File: src/hw/rtl/awst_pkg.sv
// Shared types and codes for the aging wait slot table.
package awst_pkg;

    typedef enum logic [1:0] {
        ACT_ADD    = 2'd0,
        ACT_REMOVE = 2'd1,
        ACT_SIGNAL = 2'd2,
        ACT_TICK   = 2'd3
    } t_action;

    typedef enum logic [2:0] {
        ST_OK        = 3'd0,
        ST_FULL      = 3'd1,
        ST_NOT_FOUND = 3'd2,
        ST_BAD_POS   = 3'd3,
        ST_EVICTED   = 3'd4,
        ST_NONE      = 3'd5
    } t_status;

    localparam int unsigned KEY_W  = 32;
    localparam int unsigned TAG_W  = 32;
    localparam int unsigned AGE_W  = 8;
    localparam int unsigned POS_W  = 6;
    localparam int unsigned USED_W = 7;

    typedef struct packed {
        logic [KEY_W-1:0] key;
        logic [TAG_W-1:0] tag;
        logic [AGE_W-1:0] age;
    } t_entry;

    typedef struct packed {
        t_status           status;
        logic [KEY_W-1:0]  key;
        logic [TAG_W-1:0]  tag;
        logic [USED_W-1:0] used;
    } t_result;

    // Write side of the entry memory.
    typedef struct packed {
        logic   en;
        t_entry data;
    } t_wr_ctl;

endpackage

File: src/hw/rtl/aging_wait_slot_table.sv
// Top level: ordered, compacting table of aging entries with a scan sequencer.
// Add writes its entry and moves to the emit state; remove, signal and tick scan from the
// first entry scanned to the end, one entry per cycle (a held eviction can stall the scan)
// through the single port pair of the entry memory. One word is worked on at a time;
// output stalls hold the final result in the emit state and, mid-scan, a second eviction.
// Reset clears occupancy and sets the age limit to 3; the memory is not cleared.
module aging_wait_slot_table #(
    parameter int unsigned TABLE_DEPTH = 64
) (
    input  logic        i_clk,
    input  logic        i_rst_n,
    input  logic        i_cfg_wr_en,
    input  logic [7:0]  i_cfg_wr_data,
    input  logic        i_in_valid,
    output logic        o_in_stall,
    input  logic [1:0]  i_action,
    input  logic [31:0] i_entry_key,
    input  logic [31:0] i_entry_tag,
    input  logic [5:0]  i_slot_position,
    output logic        o_out_valid,
    input  logic        i_out_stall,
    output logic [2:0]  o_status,
    output logic [31:0] o_result_key,
    output logic [31:0] o_result_tag,
    output logic [6:0]  o_entries_used,
    output logic        o_last_result
);

    localparam int unsigned AW = $clog2(TABLE_DEPTH);
    localparam int unsigned CW = $clog2(TABLE_DEPTH + 1);
    localparam int unsigned XW = (CW > awst_pkg::POS_W) ? CW : awst_pkg::POS_W;

    typedef enum logic [1:0] {
        S_IDLE,
        S_START,
        S_SCAN,
        S_EMIT
    } t_state;

    t_state                           r_state, n_state;
    logic [CW-1:0]                    r_count, n_count;
    logic [CW-1:0]                    r_end, n_end;
    logic [CW-1:0]                    r_rd, n_rd;
    logic [CW-1:0]                    r_wr, n_wr;
    logic                             r_found, n_found;
    awst_pkg::t_action                r_action, n_action;
    logic [awst_pkg::KEY_W-1:0]       r_key, n_key;
    logic [awst_pkg::TAG_W-1:0]       r_tag, n_tag;
    logic [awst_pkg::POS_W-1:0]       r_pos, n_pos;
    awst_pkg::t_result                r_res, n_res;
    logic [awst_pkg::AGE_W-1:0]       r_age_limit;
    logic                             r_out_valid;
    awst_pkg::t_result                r_out;
    logic                             r_out_last;

    awst_pkg::t_wr_ctl                mem_wr;
    logic [AW-1:0]                    mem_wr_addr;
    logic                             mem_rd_en;
    logic [AW-1:0]                    mem_rd_addr;
    awst_pkg::t_entry                 mem_rd_data;

    logic                             out_free;
    logic                             out_load;
    awst_pkg::t_result                out_data;
    logic                             out_last;
    logic                             skip;
    logic                             blocked;

    awst_mem #(
        .DEPTH(TABLE_DEPTH)
    ) u_mem (
        .i_clk     (i_clk),
        .i_wr      (mem_wr),
        .i_wr_addr (mem_wr_addr),
        .i_rd_en   (mem_rd_en),
        .i_rd_addr (mem_rd_addr),
        .o_rd_data (mem_rd_data)
    );

    assign out_free = !r_out_valid || !i_out_stall;

    // Decide whether the word under the scan pointer leaves the table.
    always_comb begin
        case (r_action)
            awst_pkg::ACT_REMOVE: skip = !r_found && (mem_rd_data.key == r_key);
            awst_pkg::ACT_SIGNAL: skip = !r_found;
            awst_pkg::ACT_TICK:   skip = (mem_rd_data.age == r_age_limit);
            default:              skip = 1'b0;
        endcase
    end

    // A new eviction must first push out the one held back, whose last flag
    // is only known once the next eviction or the end of the scan is seen.
    assign blocked = (r_action == awst_pkg::ACT_TICK) && skip && r_found && !out_free;

    always_comb begin
        n_state     = r_state;
        n_count     = r_count;
        n_end       = r_end;
        n_rd        = r_rd;
        n_wr        = r_wr;
        n_found     = r_found;
        n_action    = r_action;
        n_key       = r_key;
        n_tag       = r_tag;
        n_pos       = r_pos;
        n_res       = r_res;
        mem_wr      = '0;
        mem_wr_addr = '0;
        mem_rd_en   = 1'b0;
        mem_rd_addr = '0;
        out_load    = 1'b0;
        out_data    = r_res;
        out_last    = 1'b1;

        case (r_state)
            S_IDLE: begin
                if (i_in_valid) begin
                    n_action = awst_pkg::t_action'(i_action);
                    n_key    = i_entry_key;
                    n_tag    = i_entry_tag;
                    n_pos    = i_slot_position;
                    n_end    = r_count;
                    n_found  = 1'b0;
                    n_state  = S_START;
                end
            end

            S_START: begin
                n_rd  = '0;
                n_wr  = '0;
                n_res = '{status: awst_pkg::ST_NONE, key: '0, tag: '0,
                          used: awst_pkg::USED_W'(r_count)};
                case (r_action)
                    awst_pkg::ACT_ADD: begin
                        n_state = S_EMIT;
                        if (r_count == CW'(TABLE_DEPTH)) begin
                            n_res.status = awst_pkg::ST_FULL;
                        end else begin
                            mem_wr.en       = 1'b1;
                            mem_wr.data.key = r_key;
                            mem_wr.data.tag = r_tag;
                            mem_wr.data.age = '0;
                            mem_wr_addr     = r_count[AW-1:0];
                            n_count         = r_count + CW'(1);
                            n_res.status    = awst_pkg::ST_OK;
                            n_res.used      = awst_pkg::USED_W'(r_count + CW'(1));
                        end
                    end
                    awst_pkg::ACT_REMOVE: begin
                        n_res.status = awst_pkg::ST_NOT_FOUND;
                    end
                    awst_pkg::ACT_SIGNAL: begin
                        n_res.status = awst_pkg::ST_BAD_POS;
                        n_rd         = CW'(r_pos);
                        n_wr         = CW'(r_pos);
                    end
                    default: begin
                        n_res.status = awst_pkg::ST_NONE;
                    end
                endcase
                if (r_action != awst_pkg::ACT_ADD) begin
                    if ((r_action == awst_pkg::ACT_SIGNAL) ?
                            (XW'(r_pos) >= XW'(r_count)) : (r_count == '0)) begin
                        n_state = S_EMIT;
                    end else begin
                        mem_rd_en   = 1'b1;
                        mem_rd_addr = n_rd[AW-1:0];
                        n_state     = S_SCAN;
                    end
                end
            end

            S_SCAN: begin
                if (!blocked) begin
                    if (skip) begin
                        n_found = 1'b1;
                        n_count = r_count - CW'(1);
                        n_res.used = awst_pkg::USED_W'(r_count - CW'(1));
                        n_res.tag  = mem_rd_data.tag;
                        case (r_action)
                            awst_pkg::ACT_TICK: begin
                                n_res.status = awst_pkg::ST_EVICTED;
                                n_res.key    = mem_rd_data.key;
                                out_load     = r_found;
                                out_last     = 1'b0;
                            end
                            awst_pkg::ACT_REMOVE: begin
                                n_res.status = awst_pkg::ST_OK;
                                n_res.key    = mem_rd_data.key;
                            end
                            default: begin
                                n_res.status = awst_pkg::ST_OK;
                                n_res.key    = '0;
                            end
                        endcase
                    end else begin
                        mem_wr.en   = 1'b1;
                        mem_wr.data = mem_rd_data;
                        if (r_action == awst_pkg::ACT_TICK) begin
                            mem_wr.data.age = mem_rd_data.age + awst_pkg::AGE_W'(1);
                        end
                        mem_wr_addr = r_wr[AW-1:0];
                        n_wr        = r_wr + CW'(1);
                    end
                    n_rd = r_rd + CW'(1);
                    if (n_rd < r_end) begin
                        mem_rd_en   = 1'b1;
                        mem_rd_addr = n_rd[AW-1:0];
                    end else begin
                        n_state = S_EMIT;
                    end
                end
            end

            S_EMIT: begin
                if (out_free) begin
                    out_load = 1'b1;
                    out_last = 1'b1;
                    n_state  = S_IDLE;
                end
            end

            default: begin
                n_state = S_IDLE;
            end
        endcase
    end

    always_ff @(posedge i_clk) begin
        if (!i_rst_n) begin
            r_state     <= S_IDLE;
            r_count     <= '0;
            r_found     <= 1'b0;
            r_age_limit <= 8'd3;
            r_out_valid <= 1'b0;
        end else begin
            r_state <= n_state;
            r_count <= n_count;
            r_found <= n_found;
            if (i_cfg_wr_en) begin
                r_age_limit <= i_cfg_wr_data;
            end
            if (out_load) begin
                r_out_valid <= 1'b1;
            end else if (!i_out_stall) begin
                r_out_valid <= 1'b0;
            end
        end
        r_end    <= n_end;
        r_rd     <= n_rd;
        r_wr     <= n_wr;
        r_action <= n_action;
        r_key    <= n_key;
        r_tag    <= n_tag;
        r_pos    <= n_pos;
        r_res    <= n_res;
        if (out_load) begin
            r_out      <= out_data;
            r_out_last <= out_last;
        end
    end

    assign o_in_stall     = (r_state != S_IDLE);
    assign o_out_valid    = r_out_valid;
    assign o_status       = r_out.status;
    assign o_result_key   = r_out.key;
    assign o_result_tag   = r_out.tag;
    assign o_entries_used = r_out.used;
    assign o_last_result  = r_out_last;

`ifndef NO_ASSERTIONS
    a_count_bound: assert property (@(posedge i_clk) disable iff (!i_rst_n)
        r_count <= CW'(TABLE_DEPTH))
        else $error("occupancy above table depth");

    a_wr_behind_rd: assert property (@(posedge i_clk) disable iff (!i_rst_n)
        (r_state == S_SCAN) |-> (r_wr <= r_rd))
        else $error("compaction write pointer ahead of read pointer");

    a_not_last_is_evict: assert property (@(posedge i_clk) disable iff (!i_rst_n)
        (o_out_valid && !o_last_result) |-> (o_status == awst_pkg::ST_EVICTED))
        else $error("non-final result that is not an eviction");

    a_accept_busy: assert property (@(posedge i_clk) disable iff (!i_rst_n)
        (i_in_valid && !o_in_stall) |=> (r_state == S_START))
        else $error("accepted word did not start the sequencer");

    a_scan_in_range: assert property (@(posedge i_clk) disable iff (!i_rst_n)
        (r_state == S_SCAN) |-> (r_rd < r_end))
        else $error("scan pointer beyond the entries present at start");
`endif

endmodule

File: src/hw/rtl/awst_mem.sv
// Entry memory: one write port and one read port with registered read data.
module awst_mem #(
    parameter int unsigned DEPTH = 64
) (
    input  logic                      i_clk,
    input  awst_pkg::t_wr_ctl         i_wr,
    input  logic [$clog2(DEPTH)-1:0]  i_wr_addr,
    input  logic                      i_rd_en,
    input  logic [$clog2(DEPTH)-1:0]  i_rd_addr,
    output awst_pkg::t_entry          o_rd_data
);

    awst_pkg::t_entry r_mem [DEPTH];
    awst_pkg::t_entry r_rd_data;

    always_ff @(posedge i_clk) begin
        if (i_wr.en) begin
            r_mem[i_wr_addr] <= i_wr.data;
        end
    end

    // Read data holds while no read is issued, so a stalled scan keeps its word.
    always_ff @(posedge i_clk) begin
        if (i_rd_en) begin
            r_rd_data <= r_mem[i_rd_addr];
        end
    end

    assign o_rd_data = r_rd_data;

endmodule

File: config.mk
export PLATFORM = sky130hd
export DESIGN_NAME = aging_wait_slot_table
export DESIGN_NICKNAME = d
export VERILOG_FILES = /design/src/hw/rtl/awst_pkg.sv /design/src/hw/rtl/aging_wait_slot_table.sv /design/src/hw/rtl/awst_mem.sv
export SDC_FILE = /design/constraint.sdc
export NUM_CORES = 2
export LEC_CHECK = 0
export BUFFER_PORTS_ARGS = -buffer_cell sky130_fd_sc_hd__buf_2
export CAP_MARGIN = 30
export CORE_MARGIN = 2
export CORE_UTILIZATION = 30
export CTS_CLUSTER_SIZE = 16
export DETAILED_ROUTE_END_ITERATION = 10
export PLACE_DENSITY_LB_ADDON = 0.1
export SLEW_MARGIN = 20
export SYNTH_ARGS = -nofsm -noshare
export SYNTH_HDL_FRONTEND = slang
export SYNTH_HIERARCHICAL = 1
export SYNTH_MEMORY_MAX_BITS = 65536
export SYNTH_SLANG_ARGS = --single-unit
File: constraint.sdc
create_clock -name i_clk -period 13.5 [get_ports i_clk]
set_clock_uncertainty 0.05 [all_clocks]
set_input_delay 0 -clock i_clk [delete_from_list [all_inputs] [get_ports i_clk]]
set_output_delay 0 -clock i_clk [all_outputs]
set_load 0.02 [all_outputs]
# ---- Word-level counts from Yosys, hierarchy flattened
# Memory sizes are Yosys's and may differ from the RTL's. A register that Yosys moved wholly into a read port is not among the register bits.
# Cells that the tools add are included.
dict set report totals {
  register_bits 261
  latch_bits 0
  ram_bits 4608
  romBits 0
  out_inout_bits 77
  wordCells 133
  memories 1
}
# memory words word_bits rd rd_ports_with_merged_regs write_ports line
set memory_table {}
lappend memory_table {u_mem.r_mem 64 72 1 1 1 awst_mem.sv:13} ;# awst_pkg::t_entry r_mem [DEPTH];
dict set report op_classes {
  n_addsub 5
  mul 0
  div_mod_pow 0
  order_cmp 2
  n_eq_ne 17
  n_shift 0
  mux 62
  n_bitwise 2
  n_reduce_logical 23
}
# cell n
set ops {}
lappend ops {{2-to-1 mux 73 bit} 4}
lappend ops {{2-to-1 mux 74 bit} 2}
lappend ops {{case mux 74 bit (2 select lines)} 1}
lappend ops {{case mux 73 bit (2 select lines)} 1}
lappend ops {{case mux 35 bit (2 select lines)} 1}
lappend ops {{2-to-1 mux 6 bit} 9}
lappend ops {{2-to-1 mux 7 bit} 7}
lappend ops {{case mux 7 bit (2 select lines)} 3}
lappend ops {{equality test 32 bit} 1}
lappend ops {{case mux 6 bit (2 select lines)} 2}
lappend ops {{adder 7 x 1 -> 7 bit, second input constant} 3}
lappend ops {{2-to-1 mux 1 bit} 19}
lappend ops {{2-to-1 mux 2 bit} 6}
lappend ops {{!= test 2 bit, second input constant} 6}
lappend ops {{case mux 3 bit (3 select lines)} 1}
lappend ops {{adder 8 x 1 -> 8 bit, second input constant} 1}
lappend ops {{equality test 2 bit, second input constant} 4}
lappend ops {{equality test 8 bit} 1}
lappend ops {{2-to-1 mux 8 bit} 1}
lappend ops {{case mux 2 bit (4 select lines)} 1}
lappend ops {{nonzero test 2 bit} 4}
lappend ops {{equality test 7 bit, second input constant} 1}
lappend ops {{>= comparator 6 x 7 -> 1 bit} 1}
lappend ops {{logical NOT 7 bit} 1}
lappend ops {{17 further kinds} 30}

# ---- Depth between registers and ports, before layout
dict set report logic_depth {
  depth_word 10
  ltp_mapped 19
  depth_no_buf 14
}

# ---- Modules after synthesis
# The synthesis kept the hierarchy.
# mod instances cells_each area_per_inst_um2 seq_area_each_um2
set by_module_without_submodules {}
lappend by_module_without_submodules {awst_mem 1 7305 175892.4 140534.8}
lappend by_module_without_submodules {aging_wait_slot_table 1 825 11330.9 7617.3}

# ---- Worst setup path after synthesis
# OpenSTA, ideal clock, no wires.
dict set report synth_timing {
  path_type {register to register}
  startpoint {reg r_action[0]}
  endpoint {mem u_mem/r_mem[49][0] (netlist name), enable pin}
  setup_time_ns 0.590
  t_arrival_ns 7.925
  required_ns 12.860
  setup_slack_ns 4.935
  stages_incl_launch_ff 16
  period_less_slack_ns 8.565
  cell_sequence {edfxtp_1 > clkbuf_1 > inv_1 > ha_1 > or4b_1 > nor4_1 > nand4_1 > and3_1 > buf_6 > buf_2 > a22oi_1 > nor2b_1 > clkbuf_1 > nor2b_1 > nand4_1 > nor3_1}
}
# item line
set synth_rtl {}
lappend synth_rtl {{start: declaration} aging_wait_slot_table.sv:46} ;# awst_pkg::t_action r_action, n_action;
lappend synth_rtl {{start signal: assignment} aging_wait_slot_table.sv:253} ;# r_action <= n_action;
lappend synth_rtl {{equality test 2 bit (tied with other cells)} {aging_wait_slot_table.sv:84, aging_wait_slot_table.sv:94}}
lappend synth_rtl {{case mux 1 bit (3 select lines)} aging_wait_slot_table.sv:84} ;# case (r_action)
lappend synth_rtl {{logical AND 1 bit (3 in a row)} aging_wait_slot_table.sv:94} ;# assign blocked = (r_action == awst_pkg::ACT_TICK) && skip && r_found && !out_free;
lappend synth_rtl {{2-to-1 mux 6 bit} aging_wait_slot_table.sv:175} ;# if (!blocked) begin
lappend synth_rtl {{case mux 6 bit (2 select lines) *} aging_wait_slot_table.sv:116} ;# case (r_state)
lappend synth_rtl {{via mem_wr_addr[3]} aging_wait_slot_table.sv:57} ;# logic [AW-1:0] mem_wr_addr;
lappend synth_rtl {{end: declaration} awst_mem.sv:13}
# Mark *: on every way through the listed nets, which the timed path passes. The rest lies on a longest branch.

# ---- Final worst setup path
dict set report layout_timing {
  startpoint {reg r_action[0]}
  endpoint {reg u_mem/o_rd_data[6] (netlist name)}
}
dict set report layout_between {
  elab_chain_len 7
}
# item line
set layout_lines {}
lappend layout_lines {{equality test 2 bit (tied with other cells)} {aging_wait_slot_table.sv:84, aging_wait_slot_table.sv:94}}
lappend layout_lines {{case mux 1 bit (3 select lines)} aging_wait_slot_table.sv:84}
lappend layout_lines {{logical AND 1 bit (3 in a row)} aging_wait_slot_table.sv:94}
lappend layout_lines {{2-to-1 mux 6 bit} aging_wait_slot_table.sv:175}
lappend layout_lines {{case mux 6 bit (2 select lines) *} aging_wait_slot_table.sv:116}
lappend layout_lines {{via mem_rd_addr[2]} aging_wait_slot_table.sv:59} ;# logic [AW-1:0] mem_rd_addr;
# Marks and branches as above.
# A chain may end at the register's enable or synchronous reset.

==> impl_metrics.tcl <==
set metrics [dict create \
    reg2reg_depth 18 \
    drt_first_pass_iters 6 \
    r2r-end "u_mem/o_rd_data[6]$_DFFE_PP_" \
    routedWlPerCell_um 37.4 \
    clk_latency_ns 1.08 \
    cp.arrival_ns 8.56 \
    multi_input_area_um2 38100 \
    fill_cells 57500 \
    start_util 0.301 \
    ys_seq_elements 4940 \
    clock_path_buffers 4 \
    layout-drive-gt1-share 0.281 \
    yosysMostFrequentCell "edfxtp_1" \
    nets 9084 \
    synth.distinct_cells 51 \
    final_cell_area_um2 221000 \
    max-slew-margin-rel 0.215 \
    overflow 0 \
    fin_tns_setup_ns 0 \
    core_area_um2 623000 \
    netlist_instances 8130 \
    grt_max_degree 129 \
    synth_area_um2 187000 \
    final-hold-violation-count 0 \
    synth_edf_count 4921 \
    synth_common_cells "4921 x edfxtp_1, 1152 x mux4_2, 358 x a22oi_1, 189 x buf_2, 184 x clkbuf_1" \
    routed_wl_mm 664 \
    synth-main-ff-cell "edfxtp_1" \
    layout.cells.non_filler 17800 \
    routed-via-count 94400 \
    tightest_slew_ns 1.18 \
    area_delta_synth_final_pct 18.0 \
    clkSinkCount 4940 \
    regArea_um2 148000 \
    startpoint "r_action[0]$_DFFE_PP_" \
    drc_errors 0 \
    postCtsSetupBuffers 0 \
    cts_resized 0 \
    die_width_um 794 \
    worst_ep_required_time_ns 14.39 \
    rows 290 \
    startpoint_type "flip-flop" \
    ioPinCount 162 \
    dpl_cell_area_um2 202000 \
    synth_top_cell_by_area "edfxtp_1" \
    rsz0062_at_grt "false" \
    io_buffers 161 \
    hold_depth 3 \
    p_leak_nw 66.0 \
    hold_class "input port to flip-flop" \
    cts.htree.levels 6 \
    crit_type "flip-flop to flip-flop" \
    syn_nets 8242 \
    ys_warn_count 6 \
    dieArea_um2 630000 \
    cp-end-kind "flip-flop" \
    drt_iter0_drc 10900 \
    yosys.area.top_type_share 0.789 \
    place_inst 16500 \
    r2r_start "r_action[0]$_DFFE_PP_" \
    antenna_left 0 \
    async_reset_ff_frac 0 \
    via_per_inst 5.32 \
    syn_area_per_cell_um2 23.0 \
    ir_drop_uv 150 \
    cts_made_buffers 558 \
    synth-seq-area-share 0.791 \
    endpoint "u_mem/o_rd_data[6]$_DFFE_PP_" \
    finalCritPeriodShare 0.568 \
    path_max_fanout 75 \
    dpl.hpwl_mm 373 \
    clk_pin_slew_ns 0.06 \
    die_y_um 794 \
    routabilityCongestion 0.755 \
    final_util 0.355 \
    cts_tree "built" \
    reg2reg_slack_ns 5.83 \
    ys_top_cells_by_area "edfxtp_1 79%, mux4_2 14%, a22oi_1 1.4%, mux2i_1 0.67%, buf_2 0.51%" \
    setup_viol 0 \
    root_buffer "clkbuf_16" \
    status "finished, final reports clean" \
    grt.total_usage 0.205 \
    power_density_nw_per_um2 170 \
    drv_slew 0 \
    fmax_mhz 130 \
    grt_pass1_vias 96500 \
    antenna_found_initial 54 \
    period_minus_slack_ns 7.67 \
    grt_pass1_wl_mm 886 \
    drv_cap 0 \
]
metrics by stage:
| step | hold slack [ns] | power [W] | setup slack, ns |
|---|---|---|---|
| 6_report | 0.115 | 0.0374 | 5.83 |
| 5_1_grt | 0.0858 | 0.0387 | 5.60 |
| 4_1_cts | 0.000522 | 0.0379 | 5.85 |
| 3_5_place_dp | 0.128 | 0.0232 | 5.87 |
| 3_3_place_gp | 0.128 | 0.0231 | 5.80 |
| 2_1_floorplan | 0.0489 | 0.0210 | 4.93 |
area by class of cell:
type	instances	area share
Multi-Input combinational cell	2698	0.173
Clock inverter	306	0.0108
Antenna cell	16	0.000181
Clock buffer	696	0.0672
Inverter	27	0.000459
Sequential cell	4940	0.671
Timing Repair Buffer	747	0.0308
Tap cell	8322	0.0471
worst max-delay path: stages (launching register included):
cell      delay (ns)
edfxtp_1        0.32
buf_4           0.32
inv_1           0.13
ha_1            0.42
or4b_1          0.59
nor4_1          0.27
nand4_1         0.21
and2_4          0.37
o211ai_2        0.76
o22ai_4         0.18
buf_12          0.31
buf_4           0.41
nor2_4          0.17
buf_4           0.56
buf_4           0.79
buf_4           0.66
a22oi_1         0.23
nand3b_1        0.28
o211a_1         0.19
sequential cells by signal (all words and copies together), names as in the netlist, 8 cells and up:
| signal | cells |
|---|---|
| u_mem/r_mem | 4608 |
| out_data | 74 |
| u_mem/o_rd_data | 72 |
| o_result_key | 32 |
| o_result_tag | 32 |
| r_key | 32 |
| r_tag | 32 |
| r_age_limit | 8 |
power by group:
part | internal (W) | total (W) | switching, W
logic | 0.00162 | 0.00479 | 0.00317
registers | 0.0179 | 0.0181 | 0.000241
clock network | 0.00826 | 0.0146 | 0.00630
total | 0.0277 | 0.0374 | 0.00971
cells in the final DEF, fill, tap and decap left out, types with 12 or more instances in the layout:
cell,netlist,final
edfxtp_1,4921,4921
mux4_2,1152,1152
clkbuf_16,0,575
a22oi_1,358,358
buf_4,47,313
dlygate4sd3_1,0,188
buf_2,189,168
o22ai_1,151,145
nand3_1,141,140
clkinv_1,1,132
mux2i_1,126,126
clkbuf_1,184,121
clkinv_2,0,99
o211a_1,75,75
a211oi_1,76,74
nor2_4,1,72
nor2b_4,0,71
nor2_1,136,64
o221ai_1,54,54
nand2_1,56,52
buf_12,0,46
xnor2_1,37,36
and3_1,36,35
and2_1,38,34
buf_16,0,28
inv_1,26,26
nand3b_1,26,26
ha_1,27,25
xor2_1,24,23
bufinv_16,0,23
nor2b_1,91,20
dfxtp_1,19,19
inv_6,0,18
diode_2,0,16
o21ai_0,15,15
clkinv_8,0,14
nand4_1,12,12
worst min path at each step:
stage | from | to
floorplan | i_action[0] | r_action[0]$_DFFE_PP_
global placement | i_entry_tag[14] | r_tag[14]$_DFFE_PP_
detailed placement | i_entry_tag[12] | r_tag[12]$_DFFE_PP_
CTS | i_entry_tag[6] | r_tag[6]$_DFFE_PP_
global route | i_entry_tag[24] | r_tag[24]$_DFFE_PP_
finish | i_entry_tag[5] | r_tag[5]$_DFFE_PP_
what timing repair did:
item,4_1_cts,5_1_grt
endpoints found under the hold margin,196,7
endpoints found under the setup margin,0,0
hold buffers,187,1
logic make-up (layout without fill, tap and decap cells):
| kind of cell | count (synthesis) | after routing | synth area share |
|---|---|---|---|
| AOI/OAI and AO/OA | 754 | 754 | 0.0303 |
| muxes | 1278 | 1278 | 0.145 |
| buffers and inverters | 492 | 1776 | 0.0123 |
| DFF | 4940 | 4940 | 0.791 |
| adders and majority gates | 27 | 27 | 0.00180 |
| and+or+nand+nor | 578 | 578 | 0.0161 |
| xor gates and xnor gates | 61 | 61 | 0.00285 |
| other | 0 | 16 | 0 |
routing by layer:
layer,vias up,share of wire,GRT usage
met5,-,0.000041,0
met4,4,0.018,0.0379
li1,36700,-,-
met3,637,0.055,0.0290
met1,53700,0.45,0.299
met2,3377,0.47,0.331
(Power assumes the default switching activity.)
